`src/rtl/ufd_pkg.sv`:
```
// Types, constants and the byte-wide CRC-16 CCITT update for the frame deframer.
// No dependencies.
package ufd_pkg;

    localparam logic [7:0]  HDR_FIRST      = 8'hAA;
    localparam logic [7:0]  HDR_SECOND     = 8'h55;
    localparam logic [7:0]  VERSION_MAX    = 8'h01;
    localparam logic [8:0]  HDR_BYTES      = 9'd5;
    localparam logic [15:0] CRC_POLY       = 16'h1021;
    localparam logic [15:0] CRC_INIT       = 16'h0000;
    localparam logic [7:0]  MAX_LEN_RESET  = 8'd64;

    localparam logic [8:0]  POS_HDR_FIRST  = 9'd0;
    localparam logic [8:0]  POS_HDR_SECOND = 9'd1;
    localparam logic [8:0]  POS_VERSION    = 9'd2;
    localparam logic [8:0]  POS_COMMAND    = 9'd3;
    localparam logic [8:0]  POS_LENGTH     = 9'd4;

    localparam logic KIND_PAYLOAD   = 1'b0;
    localparam logic KIND_FRAME_END = 1'b1;

    // One classified transaction from front to back.
    typedef struct packed {
        logic        kind;
        logic [7:0]  data;
        logic [7:0]  index;
        logic        version;
        logic [7:0]  command;
        logic [7:0]  length;
        logic        fits;
        logic [15:0] crc_calc;
        logic [15:0] crc_rcvd;
    } t_ufd_rec;

    typedef struct packed {
        logic     push;
        t_ufd_rec rec;
    } t_ufd_push;

    typedef struct packed {
        logic     avail;
        t_ufd_rec rec;
    } t_ufd_head;

    function automatic logic [15:0] crc_feed(input logic [15:0] crc, input logic [7:0] b);
        logic [15:0] c;
        c = crc ^ {b, 8'h00};
        for (int k = 0; k < 8; k++) begin
            if (c[15]) begin
                c = {c[14:0], 1'b0} ^ CRC_POLY;
            end else begin
                c = {c[14:0], 1'b0};
            end
        end
        return c;
    endfunction

endpackage

```
`src/rtl/ufd_in_if.sv`:
```
// Input byte channel: valid/ready handshake with one received byte.
// No dependencies.
interface ufd_in_if;
    logic       valid;
    logic       ready;
    logic [7:0] rx_byte;

    modport source (output valid, output rx_byte, input ready);
    modport sink (input valid, input rx_byte, output ready);
endinterface

```
`src/rtl/ufd_out_if.sv`:
```
// Result channel: valid/ready handshake with one payload or frame-end result.
// No dependencies.
interface ufd_out_if;
    logic       valid;
    logic       ready;
    logic       result_kind;
    logic [7:0] payload_byte;
    logic [7:0] payload_index;
    logic       frame_version;
    logic [7:0] frame_command;
    logic [7:0] frame_length;
    logic       crc_checked;
    logic       crc_ok;

    modport source (
        output valid, output result_kind, output payload_byte, output payload_index,
        output frame_version, output frame_command, output frame_length,
        output crc_checked, output crc_ok, input ready
    );
    modport sink (
        input valid, input result_kind, input payload_byte, input payload_index,
        input frame_version, input frame_command, input frame_length,
        input crc_checked, input crc_ok, output ready
    );
endinterface

```
`src/rtl/ufd_front.sv`:
```
// Front end: accepts bytes, tracks frame position and header, runs the CRC
// and pushes classified transactions. Depends on ufd_pkg and ufd_in_if.
module ufd_front #(
    parameter int CRC_SPAN = 38
) (
    input  logic                 i_clk,
    input  logic                 i_rst_n,
    input  logic                 i_cfg_we,
    input  logic [7:0]           i_cfg_wdata,
    ufd_in_if.sink               i_rx,
    input  logic                 i_full,
    output ufd_pkg::t_ufd_push   o_push
);

    localparam logic [8:0] SPAN     = 9'(CRC_SPAN);
    localparam logic [8:0] SPAN_LO  = 9'(CRC_SPAN + 1);
    localparam logic [8:0] FIT_END  = 9'(CRC_SPAN + 2);

    logic [7:0]  r_max_len;
    logic [8:0]  r_pos,  n_pos;
    logic        r_ver,  n_ver;
    logic [7:0]  r_cmd,  n_cmd;
    logic [7:0]  r_len,  n_len;
    logic [15:0] r_crc,  n_crc;
    logic [15:0] r_rcrc, n_rcrc;

    logic        fire;
    logic        take;
    logic        hunt;
    logic [7:0]  b;
    logic [8:0]  frame_end;

    assign i_rx.ready = !i_full;
    assign fire       = i_rx.valid && !i_full;
    assign b          = i_rx.rx_byte;
    assign frame_end  = {1'b0, r_len} + ufd_pkg::HDR_BYTES;

    always_comb begin
        n_pos  = r_pos;
        n_ver  = r_ver;
        n_cmd  = r_cmd;
        n_len  = r_len;
        n_crc  = r_crc;
        n_rcrc = r_rcrc;
        take   = 1'b0;
        hunt   = 1'b0;
        o_push = '0;
        o_push.rec.version = r_ver;
        o_push.rec.command = r_cmd;
        o_push.rec.length  = r_len;
        o_push.rec.fits    = (FIT_END <= frame_end);
        o_push.rec.crc_calc = r_crc;
        o_push.rec.crc_rcvd = r_rcrc;

        if (fire) begin
            priority if (r_pos == ufd_pkg::POS_HDR_FIRST) begin
                take = (b == ufd_pkg::HDR_FIRST);
            end else if (r_pos == ufd_pkg::POS_HDR_SECOND) begin
                take = (b == ufd_pkg::HDR_SECOND);
                hunt = !take;
            end else if (r_pos == ufd_pkg::POS_VERSION) begin
                take = (b <= ufd_pkg::VERSION_MAX);
                hunt = !take;
                if (take) begin
                    n_ver = b[0];
                end
            end else if (r_pos == ufd_pkg::POS_COMMAND) begin
                n_cmd = b;
                take  = 1'b1;
            end else if (r_pos == ufd_pkg::POS_LENGTH) begin
                n_len = b;
                take  = (b <= r_max_len);
                hunt  = !take;
            end else if (r_pos < frame_end) begin
                take            = 1'b1;
                o_push.push     = 1'b1;
                o_push.rec.kind = ufd_pkg::KIND_PAYLOAD;
                o_push.rec.data = b;
                o_push.rec.index = 8'(r_pos - ufd_pkg::HDR_BYTES);
            end else begin
                hunt            = 1'b1;
                o_push.push     = 1'b1;
                o_push.rec.kind = ufd_pkg::KIND_FRAME_END;
            end

            if (take) begin
                priority if (r_pos < SPAN) begin
                    n_crc = ufd_pkg::crc_feed(r_crc, b);
                end else if (r_pos == SPAN) begin
                    n_rcrc[15:8] = b;
                end else if (r_pos == SPAN_LO) begin
                    n_rcrc[7:0] = b;
                end else begin
                    n_rcrc = r_rcrc;
                end
                n_pos = r_pos + 9'd1;
            end
            if (hunt) begin
                n_pos  = ufd_pkg::POS_HDR_FIRST;
                n_crc  = ufd_pkg::CRC_INIT;
                n_rcrc = '0;
            end
        end
    end

    always_ff @(posedge i_clk) begin
        if (!i_rst_n) begin
            r_max_len <= ufd_pkg::MAX_LEN_RESET;
            r_pos     <= ufd_pkg::POS_HDR_FIRST;
            r_ver     <= 1'b0;
            r_cmd     <= '0;
            r_len     <= '0;
            r_crc     <= ufd_pkg::CRC_INIT;
            r_rcrc    <= '0;
        end else begin
            if (i_cfg_we) begin
                r_max_len <= i_cfg_wdata;
            end
            r_pos  <= n_pos;
            r_ver  <= n_ver;
            r_cmd  <= n_cmd;
            r_len  <= n_len;
            r_crc  <= n_crc;
            r_rcrc <= n_rcrc;
        end
    end

endmodule

```
`src/rtl/ufd_fifo.sv`:
```
// Two-entry queue of classified transactions between front and back.
// Depends on ufd_pkg.
module ufd_fifo (
    input  logic               i_clk,
    input  logic               i_rst_n,
    input  ufd_pkg::t_ufd_push i_push,
    input  logic               i_pop,
    output logic               o_full,
    output ufd_pkg::t_ufd_head o_head
);

    ufd_pkg::t_ufd_rec r_mem [2];
    logic       r_wptr, n_wptr;
    logic       r_rptr, n_rptr;
    logic [1:0] r_cnt,  n_cnt;
    logic       do_pop;

    assign o_full      = (r_cnt == 2'd2);
    assign o_head.avail = (r_cnt != 2'd0);
    assign o_head.rec   = r_mem[r_rptr];
    assign do_pop       = i_pop && o_head.avail;

    always_comb begin
        n_wptr = r_wptr ^ i_push.push;
        n_rptr = r_rptr ^ do_pop;
        n_cnt  = r_cnt + 2'(i_push.push) - 2'(do_pop);
    end

    always_ff @(posedge i_clk) begin
        if (i_push.push) begin
            r_mem[r_wptr] <= i_push.rec;
        end
    end

    always_ff @(posedge i_clk) begin
        if (!i_rst_n) begin
            r_wptr <= 1'b0;
            r_rptr <= 1'b0;
            r_cnt  <= '0;
        end else begin
            r_wptr <= n_wptr;
            r_rptr <= n_rptr;
            r_cnt  <= n_cnt;
        end
    end

endmodule

```
`src/rtl/ufd_back.sv`:
```
// Back end: takes queued transactions, resolves the CRC verdict and holds the
// result in the output register. Depends on ufd_pkg and ufd_out_if.
module ufd_back (
    input  logic               i_clk,
    input  logic               i_rst_n,
    input  ufd_pkg::t_ufd_head i_head,
    output logic               o_pop,
    ufd_out_if.source          o_res
);

    logic       r_valid;
    logic       r_kind;
    logic [7:0] r_data;
    logic [7:0] r_index;
    logic       r_ver;
    logic [7:0] r_cmd;
    logic [7:0] r_len;
    logic       r_checked;
    logic       r_ok;
    logic       is_end;

    assign o_pop  = i_head.avail && (!r_valid || o_res.ready);
    assign is_end = (i_head.rec.kind == ufd_pkg::KIND_FRAME_END);

    always_ff @(posedge i_clk) begin
        if (!i_rst_n) begin
            r_valid <= 1'b0;
        end else if (o_pop) begin
            r_valid <= 1'b1;
        end else if (o_res.ready) begin
            r_valid <= 1'b0;
        end
    end

    always_ff @(posedge i_clk) begin
        if (o_pop) begin
            r_kind    <= i_head.rec.kind;
            r_data    <= i_head.rec.data;
            r_index   <= i_head.rec.index;
            r_ver     <= i_head.rec.version;
            r_cmd     <= i_head.rec.command;
            r_len     <= i_head.rec.length;
            r_checked <= is_end && i_head.rec.version;
            r_ok      <= is_end && i_head.rec.version && i_head.rec.fits
                         && (i_head.rec.crc_calc == i_head.rec.crc_rcvd);
        end
    end

    assign o_res.valid         = r_valid;
    assign o_res.result_kind   = r_kind;
    assign o_res.payload_byte  = r_data;
    assign o_res.payload_index = r_index;
    assign o_res.frame_version = r_ver;
    assign o_res.frame_command = r_cmd;
    assign o_res.frame_length  = r_len;
    assign o_res.crc_checked   = r_checked;
    assign o_res.crc_ok        = r_ok;

endmodule

```
`src/rtl/uart_frame_deframer_crc_check_unit.sv`:
```
// A result is registered in the queue and then in the output register after the byte that caused it is accepted.
// Throughput: one byte per cycle while the queue has room; header, drop and closing bytes are consumed too.
// The CRC update is one byte per cycle in the front end while the queue has room; a two-entry queue decouples
// it from the output register. Synchronous active-low reset returns to header hunt,
// empties the queue and sets max_payload_length to 64.
module uart_frame_deframer_crc_check_unit #(
    parameter int CRC_SPAN = 38
) (
    input  logic       i_clk,
    input  logic       i_rst_n,
    input  logic       i_cfg_we,
    input  logic [7:0] i_cfg_wdata,
    ufd_in_if.sink     i_rx,
    ufd_out_if.source  o_res
);

    ufd_pkg::t_ufd_push w_push;
    ufd_pkg::t_ufd_head w_head;
    logic               w_full;
    logic               w_pop;

    ufd_front #(
        .CRC_SPAN (CRC_SPAN)
    ) u_front (
        .i_clk       (i_clk),
        .i_rst_n     (i_rst_n),
        .i_cfg_we    (i_cfg_we),
        .i_cfg_wdata (i_cfg_wdata),
        .i_rx        (i_rx),
        .i_full      (w_full),
        .o_push      (w_push)
    );

    ufd_fifo u_fifo (
        .i_clk   (i_clk),
        .i_rst_n (i_rst_n),
        .i_push  (w_push),
        .i_pop   (w_pop),
        .o_full  (w_full),
        .o_head  (w_head)
    );

    ufd_back u_back (
        .i_clk   (i_clk),
        .i_rst_n (i_rst_n),
        .i_head  (w_head),
        .o_pop   (w_pop),
        .o_res   (o_res)
    );

    a_no_push_when_full: assert property (@(posedge i_clk) disable iff (!i_rst_n)
        w_push.push |-> !w_full)
        else $error("push into full queue");

    a_reset_clears_out: assert property (@(posedge i_clk)
        !i_rst_n |=> !o_res.valid)
        else $error("result valid after reset");

    a_payload_flags: assert property (@(posedge i_clk) disable iff (!i_rst_n)
        (o_res.valid && o_res.result_kind == ufd_pkg::KIND_PAYLOAD)
        |-> (!o_res.crc_checked && !o_res.crc_ok
             && o_res.payload_index < o_res.frame_length))
        else $error("bad payload result");

    a_ok_needs_check: assert property (@(posedge i_clk) disable iff (!i_rst_n)
        (o_res.valid && o_res.crc_ok) |-> (o_res.crc_checked && o_res.frame_version))
        else $error("crc_ok without version-1 check");

endmodule
```
`src/flat_wrapper.sv`:
```
// flat-port wrapper written by rule: the top's interface ports become plain ports
module uart_frame_deframer_crc_check_unit_flat 
#(
    parameter int CRC_SPAN = 38
)
  (i_clk, i_rst_n, i_cfg_we, i_cfg_wdata, i_rx_valid, i_rx_rx_byte, i_rx_ready, o_res_valid, o_res_result_kind, o_res_payload_byte, o_res_payload_index, o_res_frame_version, o_res_frame_command, o_res_frame_length, o_res_crc_checked, o_res_crc_ok, o_res_ready);
  ufd_in_if i_rx_i ();
  ufd_out_if o_res_i ();
  input  logic i_clk;
  input  logic i_rst_n;
  input  logic i_cfg_we;
  input  logic [7:0] i_cfg_wdata;
  input wire logic [$bits(i_rx_i.valid)-1:0] i_rx_valid;
  input wire logic [$bits(i_rx_i.rx_byte)-1:0] i_rx_rx_byte;
  output wire logic [$bits(i_rx_i.ready)-1:0] i_rx_ready;
  output wire logic [$bits(o_res_i.valid)-1:0] o_res_valid;
  output wire logic [$bits(o_res_i.result_kind)-1:0] o_res_result_kind;
  output wire logic [$bits(o_res_i.payload_byte)-1:0] o_res_payload_byte;
  output wire logic [$bits(o_res_i.payload_index)-1:0] o_res_payload_index;
  output wire logic [$bits(o_res_i.frame_version)-1:0] o_res_frame_version;
  output wire logic [$bits(o_res_i.frame_command)-1:0] o_res_frame_command;
  output wire logic [$bits(o_res_i.frame_length)-1:0] o_res_frame_length;
  output wire logic [$bits(o_res_i.crc_checked)-1:0] o_res_crc_checked;
  output wire logic [$bits(o_res_i.crc_ok)-1:0] o_res_crc_ok;
  input wire logic [$bits(o_res_i.ready)-1:0] o_res_ready;
  assign i_rx_i.valid = i_rx_valid;
  assign i_rx_i.rx_byte = i_rx_rx_byte;
  assign i_rx_ready = i_rx_i.ready;
  assign o_res_valid = o_res_i.valid;
  assign o_res_result_kind = o_res_i.result_kind;
  assign o_res_payload_byte = o_res_i.payload_byte;
  assign o_res_payload_index = o_res_i.payload_index;
  assign o_res_frame_version = o_res_i.frame_version;
  assign o_res_frame_command = o_res_i.frame_command;
  assign o_res_frame_length = o_res_i.frame_length;
  assign o_res_crc_checked = o_res_i.crc_checked;
  assign o_res_crc_ok = o_res_i.crc_ok;
  assign o_res_i.ready = o_res_ready;
  uart_frame_deframer_crc_check_unit #(.CRC_SPAN(CRC_SPAN)) u_core (.i_clk(i_clk), .i_rst_n(i_rst_n), .i_cfg_we(i_cfg_we), .i_cfg_wdata(i_cfg_wdata), .i_rx(i_rx_i), .o_res(o_res_i));
endmodule
```
`config.mk`:
```
export PLATFORM = sky130hd
export DESIGN_NAME = uart_frame_deframer_crc_check_unit_flat
export DESIGN_NICKNAME = d
export VERILOG_FILES = /design/src/rtl/ufd_pkg.sv /design/src/rtl/ufd_in_if.sv /design/src/rtl/ufd_out_if.sv /design/src/rtl/ufd_front.sv /design/src/rtl/ufd_fifo.sv /design/src/rtl/ufd_back.sv /design/src/rtl/uart_frame_deframer_crc_check_unit.sv /design/src/flat_wrapper.sv
export SDC_FILE = /design/constraint.sdc
export NUM_CORES = 1
export LEC_CHECK = 0
export BUFFER_PORTS_ARGS = -buffer_cell sky130_fd_sc_hd__buf_2
export CAP_MARGIN = 10
export CELL_PAD_IN_SITES_DETAIL_PLACEMENT = 0
export CELL_PAD_IN_SITES_GLOBAL_PLACEMENT = 1
export CORE_MARGIN = 8
export CORE_UTILIZATION = 54
export DETAILED_ROUTE_END_ITERATION = 7
export PLACE_DENSITY = 0.89
export SYNTH_ARGS = -nofsm -noshare
export SYNTH_HDL_FRONTEND = slang
export SYNTH_SLANG_ARGS = --single-unit
export TNS_END_PERCENT = 5
```
`constraint.sdc`:
```
create_clock -name i_clk -period 6.89 [get_ports i_clk]
set_input_delay 1.378 -clock i_clk [delete_from_list [all_inputs] [get_ports i_clk]]
set_output_delay 1.378 -clock i_clk [all_outputs]
set_load 0.02 [all_outputs]
```
**Word-level counts from Yosys, hierarchy flattened**

Memory sizes are Yosys's and may differ from the RTL's. A register that Yosys moved wholly into a read port is not among the register bits.
Cells that the tools add are included.

- Add/subtract/negate cells: 5
- Bitwise gates (word level): 15
- Order comparisons: 5
- Reductions and logical operators: 26
- Equality and inequality tests: 12
- Muxes and demuxes: 67

Operators by type and width:

| operator | number |
|---|---|
| $mux W16 | 28 |
| $mux W18 | 6 |
| $mux W13 | 8 |
| $mux W8 | 3 |
| $not A3 Y3 | 8 |
| $mux W1 | 20 |
| $eq A9 B2 Y1 const B | 2 |
| $eq A9 B6 Y1 const B | 2 |
| $mux W9 | 2 |
| $eq A16 B16 Y1 | 1 |
| $xor A16 B16 Y16 | 1 |
| $reduce_and A5 Y1 | 3 |
| $reduce_bool A2 Y1 | 6 |
| $add A8 B3 Y9 const B | 1 |
| $add A9 B1 Y9 const B | 1 |
| $eq A9 B1 Y1 const B | 1 |
| $eq A9 B3 Y1 const B | 1 |
| $le A6 B9 Y1 const A | 1 |
| $logic_not A9 Y1 | 1 |
| $lt A9 B6 Y1 const B | 1 |
| $lt A9 B9 Y1 | 1 |
| $eq A8 B7 Y1 const B | 1 |
| $eq A8 B8 Y1 const B | 1 |
| $le A8 B1 Y1 const B | 1 |
| other kinds (15) | 29 |

- Output and inout bits: 38
- Bits in writable memories: 134
- Register bits: 107
- Bits of input ports: 21
- Memories: 1
- Logic and storage cells: 151

Memories:

| memory | words | bits a word | rd ports | clocked after memory_dff | write ports | RTL line | text |
|---|---|---|---|---|---|---|---|
| u_core.u_fifo.r_mem | 2 | 67 | 1 | 1 | 1 | ufd_fifo.sv:12 | `ufd_pkg::t_ufd_rec r_mem [2];` |

**Logic depth before layout (Yosys ltp)**

- Depth in word-level cells: 46
- Depth in mapped cells: 14

**By module**

Synthesis repeated with hierarchy kept, for this count alone.

- Cells, all modules: 704
- Area, all modules: 10,224.8 µm²

Modules (own cells, without submodules):

| module | instances | cells each | sequential area each (µm²) | area an instance (µm²) |
|---|---|---|---|---|
| ufd_fifo | 1 | 231 | 4,124.0 | 5,200.0 |
| ufd_front | 1 | 410 | 1,321.3 | 3,713.6 |
| ufd_back | 1 | 63 | 1,101.1 | 1,311.3 |

**Worst setup path before layout**

OpenSTA, ideal clock, no wires.

- Kind: input port to flip-flop
- From: in i_rx_valid
- To: mem u_core.u_fifo.r_mem[1][0] (netlist bit) (enable)
- Arrival time: 3,794 ps
- Setup slack: 2,664 ps
- Data required time: 6,457 ps
- Stages on the path: 6
- Setup time: 433 ps
- Cells stage by stage: nand2_1 nor2_1 o31a_1 and2_1 clkbuf_1 ha_1

- Cells in the longest elaborated chain, start to end: 4

RTL lines:

| element | RTL line | text |
|---|---|---|
| start: declaration | flat_wrapper.sv:13 | `input wire logic [$bits(i_rx_i.valid)-1:0] i_rx_valid;` |
| $logic_and A1 B1 Y1 | ufd_front.sv:34 | `assign fire = i_rx.valid && !i_full;` |
| $mux W18 | ufd_front.sv:55 | `if (fire) begin` |
| $mux W1 | ufd_fifo.sv:30 | `if (i_push.push) begin` |
| $mux W1 (not written as such) | ufd_fifo.sv:31 | `r_mem[r_wptr] <= i_push.rec;` |
| end: declaration | ufd_fifo.sv:12 |  |

Every way passes these cells.

**Final worst setup path**

- From: reg u_core.u_front.r_len[0]
- To: reg u_core.u_front.r_crc[4]

- Cells in the longest elaborated chain, start to end: 11

RTL lines:

| element | RTL line | text |
|---|---|---|
| start: declaration | ufd_front.sv:23 | `logic [7:0] r_len, n_len;` |
| start signal: assignment | ufd_front.sv:122 | `r_len <= n_len;` |
| $add A8 B3 Y9 * | ufd_front.sv:36 | `assign frame_end = {1'b0, r_len} + ufd_pkg::HDR_BYTES;` |
| $lt A9 B9 Y1 * | ufd_front.sv:74 | `end else if (r_pos < frame_end) begin` |
| $mux W1 | ufd_front.sv:74 |  |
| $mux W1 | ufd_front.sv:70 | `end else if (r_pos == ufd_pkg::POS_LENGTH) begin` |
| $mux W1 | ufd_front.sv:67 | `end else if (r_pos == ufd_pkg::POS_COMMAND) begin` |
| $mux W1 | ufd_front.sv:61 | `end else if (r_pos == ufd_pkg::POS_VERSION) begin` |
| $mux W1 | ufd_front.sv:58 | `end else if (r_pos == ufd_pkg::POS_HDR_SECOND) begin` |
| $mux W1 | ufd_front.sv:56 | `priority if (r_pos == ufd_pkg::POS_HDR_FIRST) begin` |
| $mux W1 | ufd_front.sv:55 |  |
| $reduce_bool A2 Y1 (no line) | n/a |  |
| $reduce_and A3 Y1 (no line) | n/a |  |
| end signal: assignment | ufd_front.sv:113 | `r_crc <= ufd_pkg::CRC_INIT;` |
| end signal: assignment | ufd_front.sv:123 | `r_crc <= n_crc;` |
| end: declaration | ufd_front.sv:24 | `logic [15:0] r_crc, n_crc;` |

Every way passes the cells marked *; elsewhere a longest branch is shown, timed or not. The select of a mux whose other input is x is not followed.
A chain may end at the register's enable or synchronous reset.

==> metrics.txt <==
# TYPE chip_impl_metric gauge
chip_impl_info{name="outcome",value="finished, final reports clean"} 1
chip_impl_metric{name="timing_max_transition_violations_final",unit=""} 0
chip_impl_info{name="setup.worst_path.end_class",value="flop"} 1
chip_impl_metric{name="total_via_count_in_the_routed_design",unit=""} 5655
chip_impl_metric{name="antenna_cells",unit=""} 0
chip_impl_metric{name="placementRows",unit=""} 49
chip_impl_metric{name="fin_cells",unit=""} 1003
chip_impl_metric{name="postSynthRegisterBits",unit=""} 242
chip_impl_metric{name="post-place-cells",unit=""} 959
chip_impl_metric{name="cts.path.max_buffers",unit=""} 3
chip_impl_metric{name="detail_route.vias_per_cell",unit=""} 5.64
chip_impl_info{name="crit_path_start_kind",value="flop"} 1
chip_impl_metric{name="critical_path_fanout_max",unit=""} 16
chip_impl_metric{name="cts_made_buffers",unit=""} 24
chip_impl_metric{name="filler_cell_count",unit=""} 1291
chip_impl_metric{name="fin_skew",unit="ps"} 10.3
chip_impl_metric{name="p_int",unit="mW"} 2.68
chip_impl_metric{name="drive_gt1_frac",unit=""} 0.205
chip_impl_metric{name="syn_nets",unit=""} 744
chip_impl_metric{name="cts.hold.buffers_added",unit=""} 0
chip_impl_metric{name="synth-async-reset-ratio",unit=""} 0
chip_impl_metric{name="initialDrtViolationCount",unit=""} 490
chip_impl_metric{name="area.growth.synth_to_final",unit="%"} 13.3
chip_impl_metric{name="post_dp_cell_area",unit="um^2"} 10400
chip_impl_metric{name="grt_max_degree",unit=""} 68
chip_impl_metric{name="post_cts_resize_count",unit=""} 0
chip_impl_metric{name="drv.max_cap_violation_count",unit=""} 0
chip_impl_info{name="critPathKind",value="flop to flop"} 1
chip_impl_metric{name="worst_ep_arrival_time",unit="ps"} 4350
chip_impl_metric{name="switchingPower",unit="uW"} 844
chip_impl_metric{name="place_hpwl",unit="mm"} 13.5
chip_impl_metric{name="cts.sink_count",unit=""} 242
chip_impl_metric{name="post_synth_num_cell_types",unit=""} 60
chip_impl_metric{name="power_frac_clock",unit=""} 0.389
chip_impl_metric{name="floorplan.die_area",unit="um^2"} 22900
chip_impl_metric{name="share_comb_of_total_power",unit=""} 0.130
chip_impl_info{name="cp_top_family",value="compound AO/OA/AOI/OAI gates"} 1
chip_impl_metric{name="timing.fmax",unit="MHz"} 250
chip_impl_metric{name="final.period_utilization",unit=""} 0.580
chip_impl_metric{name="critPathMaxStageDelay",unit="ps"} 660
chip_impl_metric{name="detail_route.first_pass.iterations",unit=""} 5
chip_impl_metric{name="syn-cell-area",unit="um^2"} 9910
chip_impl_metric{name="grt_overflow",unit=""} 0
chip_impl_metric{name="max-vdd-ir-drop",unit="uV"} 234
chip_impl_metric{name="yosysWarnings",unit=""} 0
chip_impl_metric{name="post_synth.cell_area_avg",unit="um^2"} 14.2
chip_impl_metric{name="finalNetCount",unit=""} 802
chip_impl_metric{name="summed_area_of_non_filler_cells_in_the_final_layout",unit="um^2"} 11200
chip_impl_metric{name="cts-htree-levels",unit=""} 1
chip_impl_metric{name="gp_congestion",unit=""} 0.932
chip_impl_metric{name="p_leak",unit="nW"} 4.19
chip_impl_metric{name="die_width",unit="um"} 151
chip_impl_metric{name="cts_setup_buffers",unit=""} 0
chip_impl_metric{name="core_area",unit="um^2"} 18000
chip_impl_info{name="root_buffer_selected_by_cts",value="sky130_fd_sc_hd__clkbuf_16"} 1
chip_impl_metric{name="finalSetupTns",unit="ps"} 0
chip_impl_metric{name="groute.usage.overall",unit=""} 0.180
chip_impl_metric{name="route.detailed.wl_per_inst",unit="um"} 20.4
chip_impl_metric{name="dieHeight",unit="um"} 151
chip_impl_metric{name="worst_slew_margin_rel",unit=""} 0.281
chip_impl_metric{name="post-synth-top-area-fraction",unit=""} 0.515
chip_impl_metric{name="finalCriticalPeriod",unit="ps"} 4000
chip_impl_info{name="post_synth_main_area_contributors",value="sky130_fd_sc_hd__edfxtp_1 (52%), sky130_fd_sc_hd__dfxtp_1 (15%), sky130_fd_sc_hd__xnor2_1 (4.1%), sky130_fd_sc_hd__mux2_2 (3.9%), sky130_fd_sc_hd__ha_1 (3.2%)"} 1
chip_impl_metric{name="clk_latency",unit="ps"} 500
chip_impl_info{name="postSynth.topFlopCell",value="sky130_fd_sc_hd__edfxtp_1"} 1
chip_impl_metric{name="grt_antenna_before_repair",unit=""} 0
chip_impl_metric{name="route.detailed.drc",unit=""} 0
chip_impl_info{name="crit_path_cell_trace",value="ha_1, or2_2, nand2_1, xor2_1, ha_1, inv_1, a2111oi_1, nor4_1, a221oi_1, nor2_2, nor2_2, a2111o_1, o2bb2ai_1"} 1
chip_impl_metric{name="grt_pass1_vias",unit=""} 5885
chip_impl_info{name="cts_tree",value="yes"} 1
chip_impl_metric{name="hold_violations",unit=""} 0
chip_impl_info{name="grt_setup_unrepaired",value="no"} 1
chip_impl_metric{name="worstMarginPinSlew",unit="ps"} 1080
chip_impl_metric{name="pd_cells",unit="nW/um^2"} 313
chip_impl_metric{name="place.port_buffers",unit=""} 58
chip_impl_metric{name="cts.reportedPaths.clkPinSlew",unit="ps"} 60
chip_impl_info{name="cp_slowest_cell",value="sky130_fd_sc_hd__a2111o_1"} 1
chip_impl_metric{name="finalSetupViolations",unit=""} 0
chip_impl_info{name="hold_path_class",value="flop to flop"} 1
chip_impl_metric{name="seqPwrFrac",unit=""} 0.481
chip_impl_metric{name="p_sw_frac",unit=""} 0.240
chip_impl_metric{name="first_pass_grt_wire_length",unit="mm"} 32.1
chip_impl_info{name="synth_largest_area_cell",value="sky130_fd_sc_hd__edfxtp_1"} 1
chip_impl_metric{name="pin_count",unit=""} 59
chip_impl_metric{name="critical_path_buf_inv_count",unit=""} 1
chip_impl_metric{name="synth_edf_count",unit=""} 170
chip_impl_metric{name="seq_area_frac_synth",unit=""} 0.661
chip_impl_metric{name="finalHoldWorstSlack",unit="ps"} 468
chip_impl_metric{name="drtAntennaViolNets",unit=""} 0
chip_impl_metric{name="synth_cells",unit=""} 698
chip_impl_metric{name="wirelength",unit="mm"} 20.4
chip_impl_metric{name="cp.required",unit="ps"} 7250
chip_impl_metric{name="starting_utilization_of_the_core_area",unit=""} 0.552
path summary, 6_finish.rpt:
path,startpoint,to,slack (ps),cells past startpoint
max,u_core.u_front.r_len[0],u_core.u_front.r_crc[4],2890,13
min,u_core.u_front.r_rcrc[7],u_core.u_fifo.r_mem[0][7],470,0
max reg2reg,u_core.u_front.r_len[0],u_core.u_front.r_crc[4],2890,13
min reg2reg,u_core.u_front.r_rcrc[7],u_core.u_fifo.r_mem[0][7],470,0
metrics by stage:
| step | utilization | power, mW | worst slack (ps) |
|---|---|---|---|
| floorplan | - | 2.04 | 2660 |
| global placement | 0.578 | 2.17 | 3000 |
| detailed placement | 0.578 | 2.19 | 2920 |
| CTS | 0.625 | 3.56 | 2910 |
| global route | 0.625 | 3.64 | 2540 |
| finish | 0.625 | 3.52 | 2890 |
synth_stat cells (all sizes together), types with 2 or more instances:
cell type	n
ha	25
xor2	31
o21ai	8
o211ai	4
clkbuf	18
a22o	16
a211oi	2
nor2b	3
o2bb2ai	16
nand4	14
a21o	2
nor4b	2
mux2i	26
edfxtp	170
nor4	9
a21oi	18
nor2	65
dfxtp	72
and3	10
nor3	8
xnor2	46
mux2	34
or3	5
nand3	8
nand2	25
nand2b	4
o22ai	2
and2	5
inv	22
a31oi	2
buf	12
state kept, by name, indices dropped and copies added, names as in the netlist, 9 cells and up, named ones only:
| name | count |
|---|---|
| u_core.u_front.r_crc | 16 |
| u_core.u_front.r_pos | 9 |
| u_core.u_front.r_rcrc | 16 |
| u_core.u_fifo.r_mem | 134 |
final cells by class:
cell class	instances	area [um^2]	area share
sequential	242	6550	0.583
clock inverter	13	191	0.0170
multi-input combinational	404	3150	0.281
tap	229	287	0.0255
clock buffer	31	648	0.0577
timing repair buffer	62	320	0.0285
inverter	22	82.6	0.00735
cell families (layout without fill, tap and decap cells):
kind of cell,Yosys count,count (layout),synth area share
buffers and inverters,52,128,0.0225
xor gates and xnor gates,77,77,0.0681
adders and majority gates,25,25,0.0316
and+or+nand+nor,163,163,0.0842
DFF,242,242,0.661
AOI/OAI and AO/OA,79,79,0.0682
muxes,60,60,0.0649
cells in the final DEF (no fill, tap or decap), types with 8 or more instances in the layout:
| cell type | netlist | layout |
|---|---|---|
| sky130_fd_sc_hd__xor2_1 | 31 | 31 |
| sky130_fd_sc_hd__nand2_1 | 24 | 24 |
| sky130_fd_sc_hd__nor2_1 | 61 | 60 |
| sky130_fd_sc_hd__nor4_1 | 8 | 8 |
| sky130_fd_sc_hd__a22o_1 | 16 | 16 |
| sky130_fd_sc_hd__nand4_1 | 14 | 14 |
| sky130_fd_sc_hd__mux2i_1 | 26 | 26 |
| sky130_fd_sc_hd__inv_1 | 22 | 22 |
| sky130_fd_sc_hd__a21oi_1 | 17 | 17 |
| sky130_fd_sc_hd__xnor2_1 | 46 | 46 |
| sky130_fd_sc_hd__mux2_2 | 34 | 34 |
| sky130_fd_sc_hd__ha_1 | 25 | 23 |
| sky130_fd_sc_hd__nand3_1 | 8 | 8 |
| sky130_fd_sc_hd__o2bb2ai_2 | 10 | 10 |
| sky130_fd_sc_hd__and3_1 | 9 | 9 |
| sky130_fd_sc_hd__dfxtp_1 | 72 | 72 |
| sky130_fd_sc_hd__edfxtp_1 | 170 | 170 |
| sky130_fd_sc_hd__buf_2 | 7 | 58 |
| sky130_fd_sc_hd__clkbuf_16 | 0 | 25 |
metal layers:
metal | wire length (um) | global-route usage | vias to the layer above
met5 | 0 | 0 | -
met4 | 237 | 0.0435 | 0
met1 | 8470 | 0.221 | 2794
li1 | - | - | 2663
met2 | 10600 | 0.325 | 175
met3 | 1090 | 0.0297 | 23
power groups by stage:
stage / Sequential [mW] / Clock, mW / Combinational (mW)
floorplan: 1.82 / 0 / 0.214
global placement: 1.72 / 0 / 0.455
detailed placement: 1.72 / 0 / 0.465
CTS: 1.69 / 1.39 / 0.470
global route: 1.70 / 1.45 / 0.498
finish: 1.69 / 1.37 / 0.459
(Power assumes the default switching activity.)
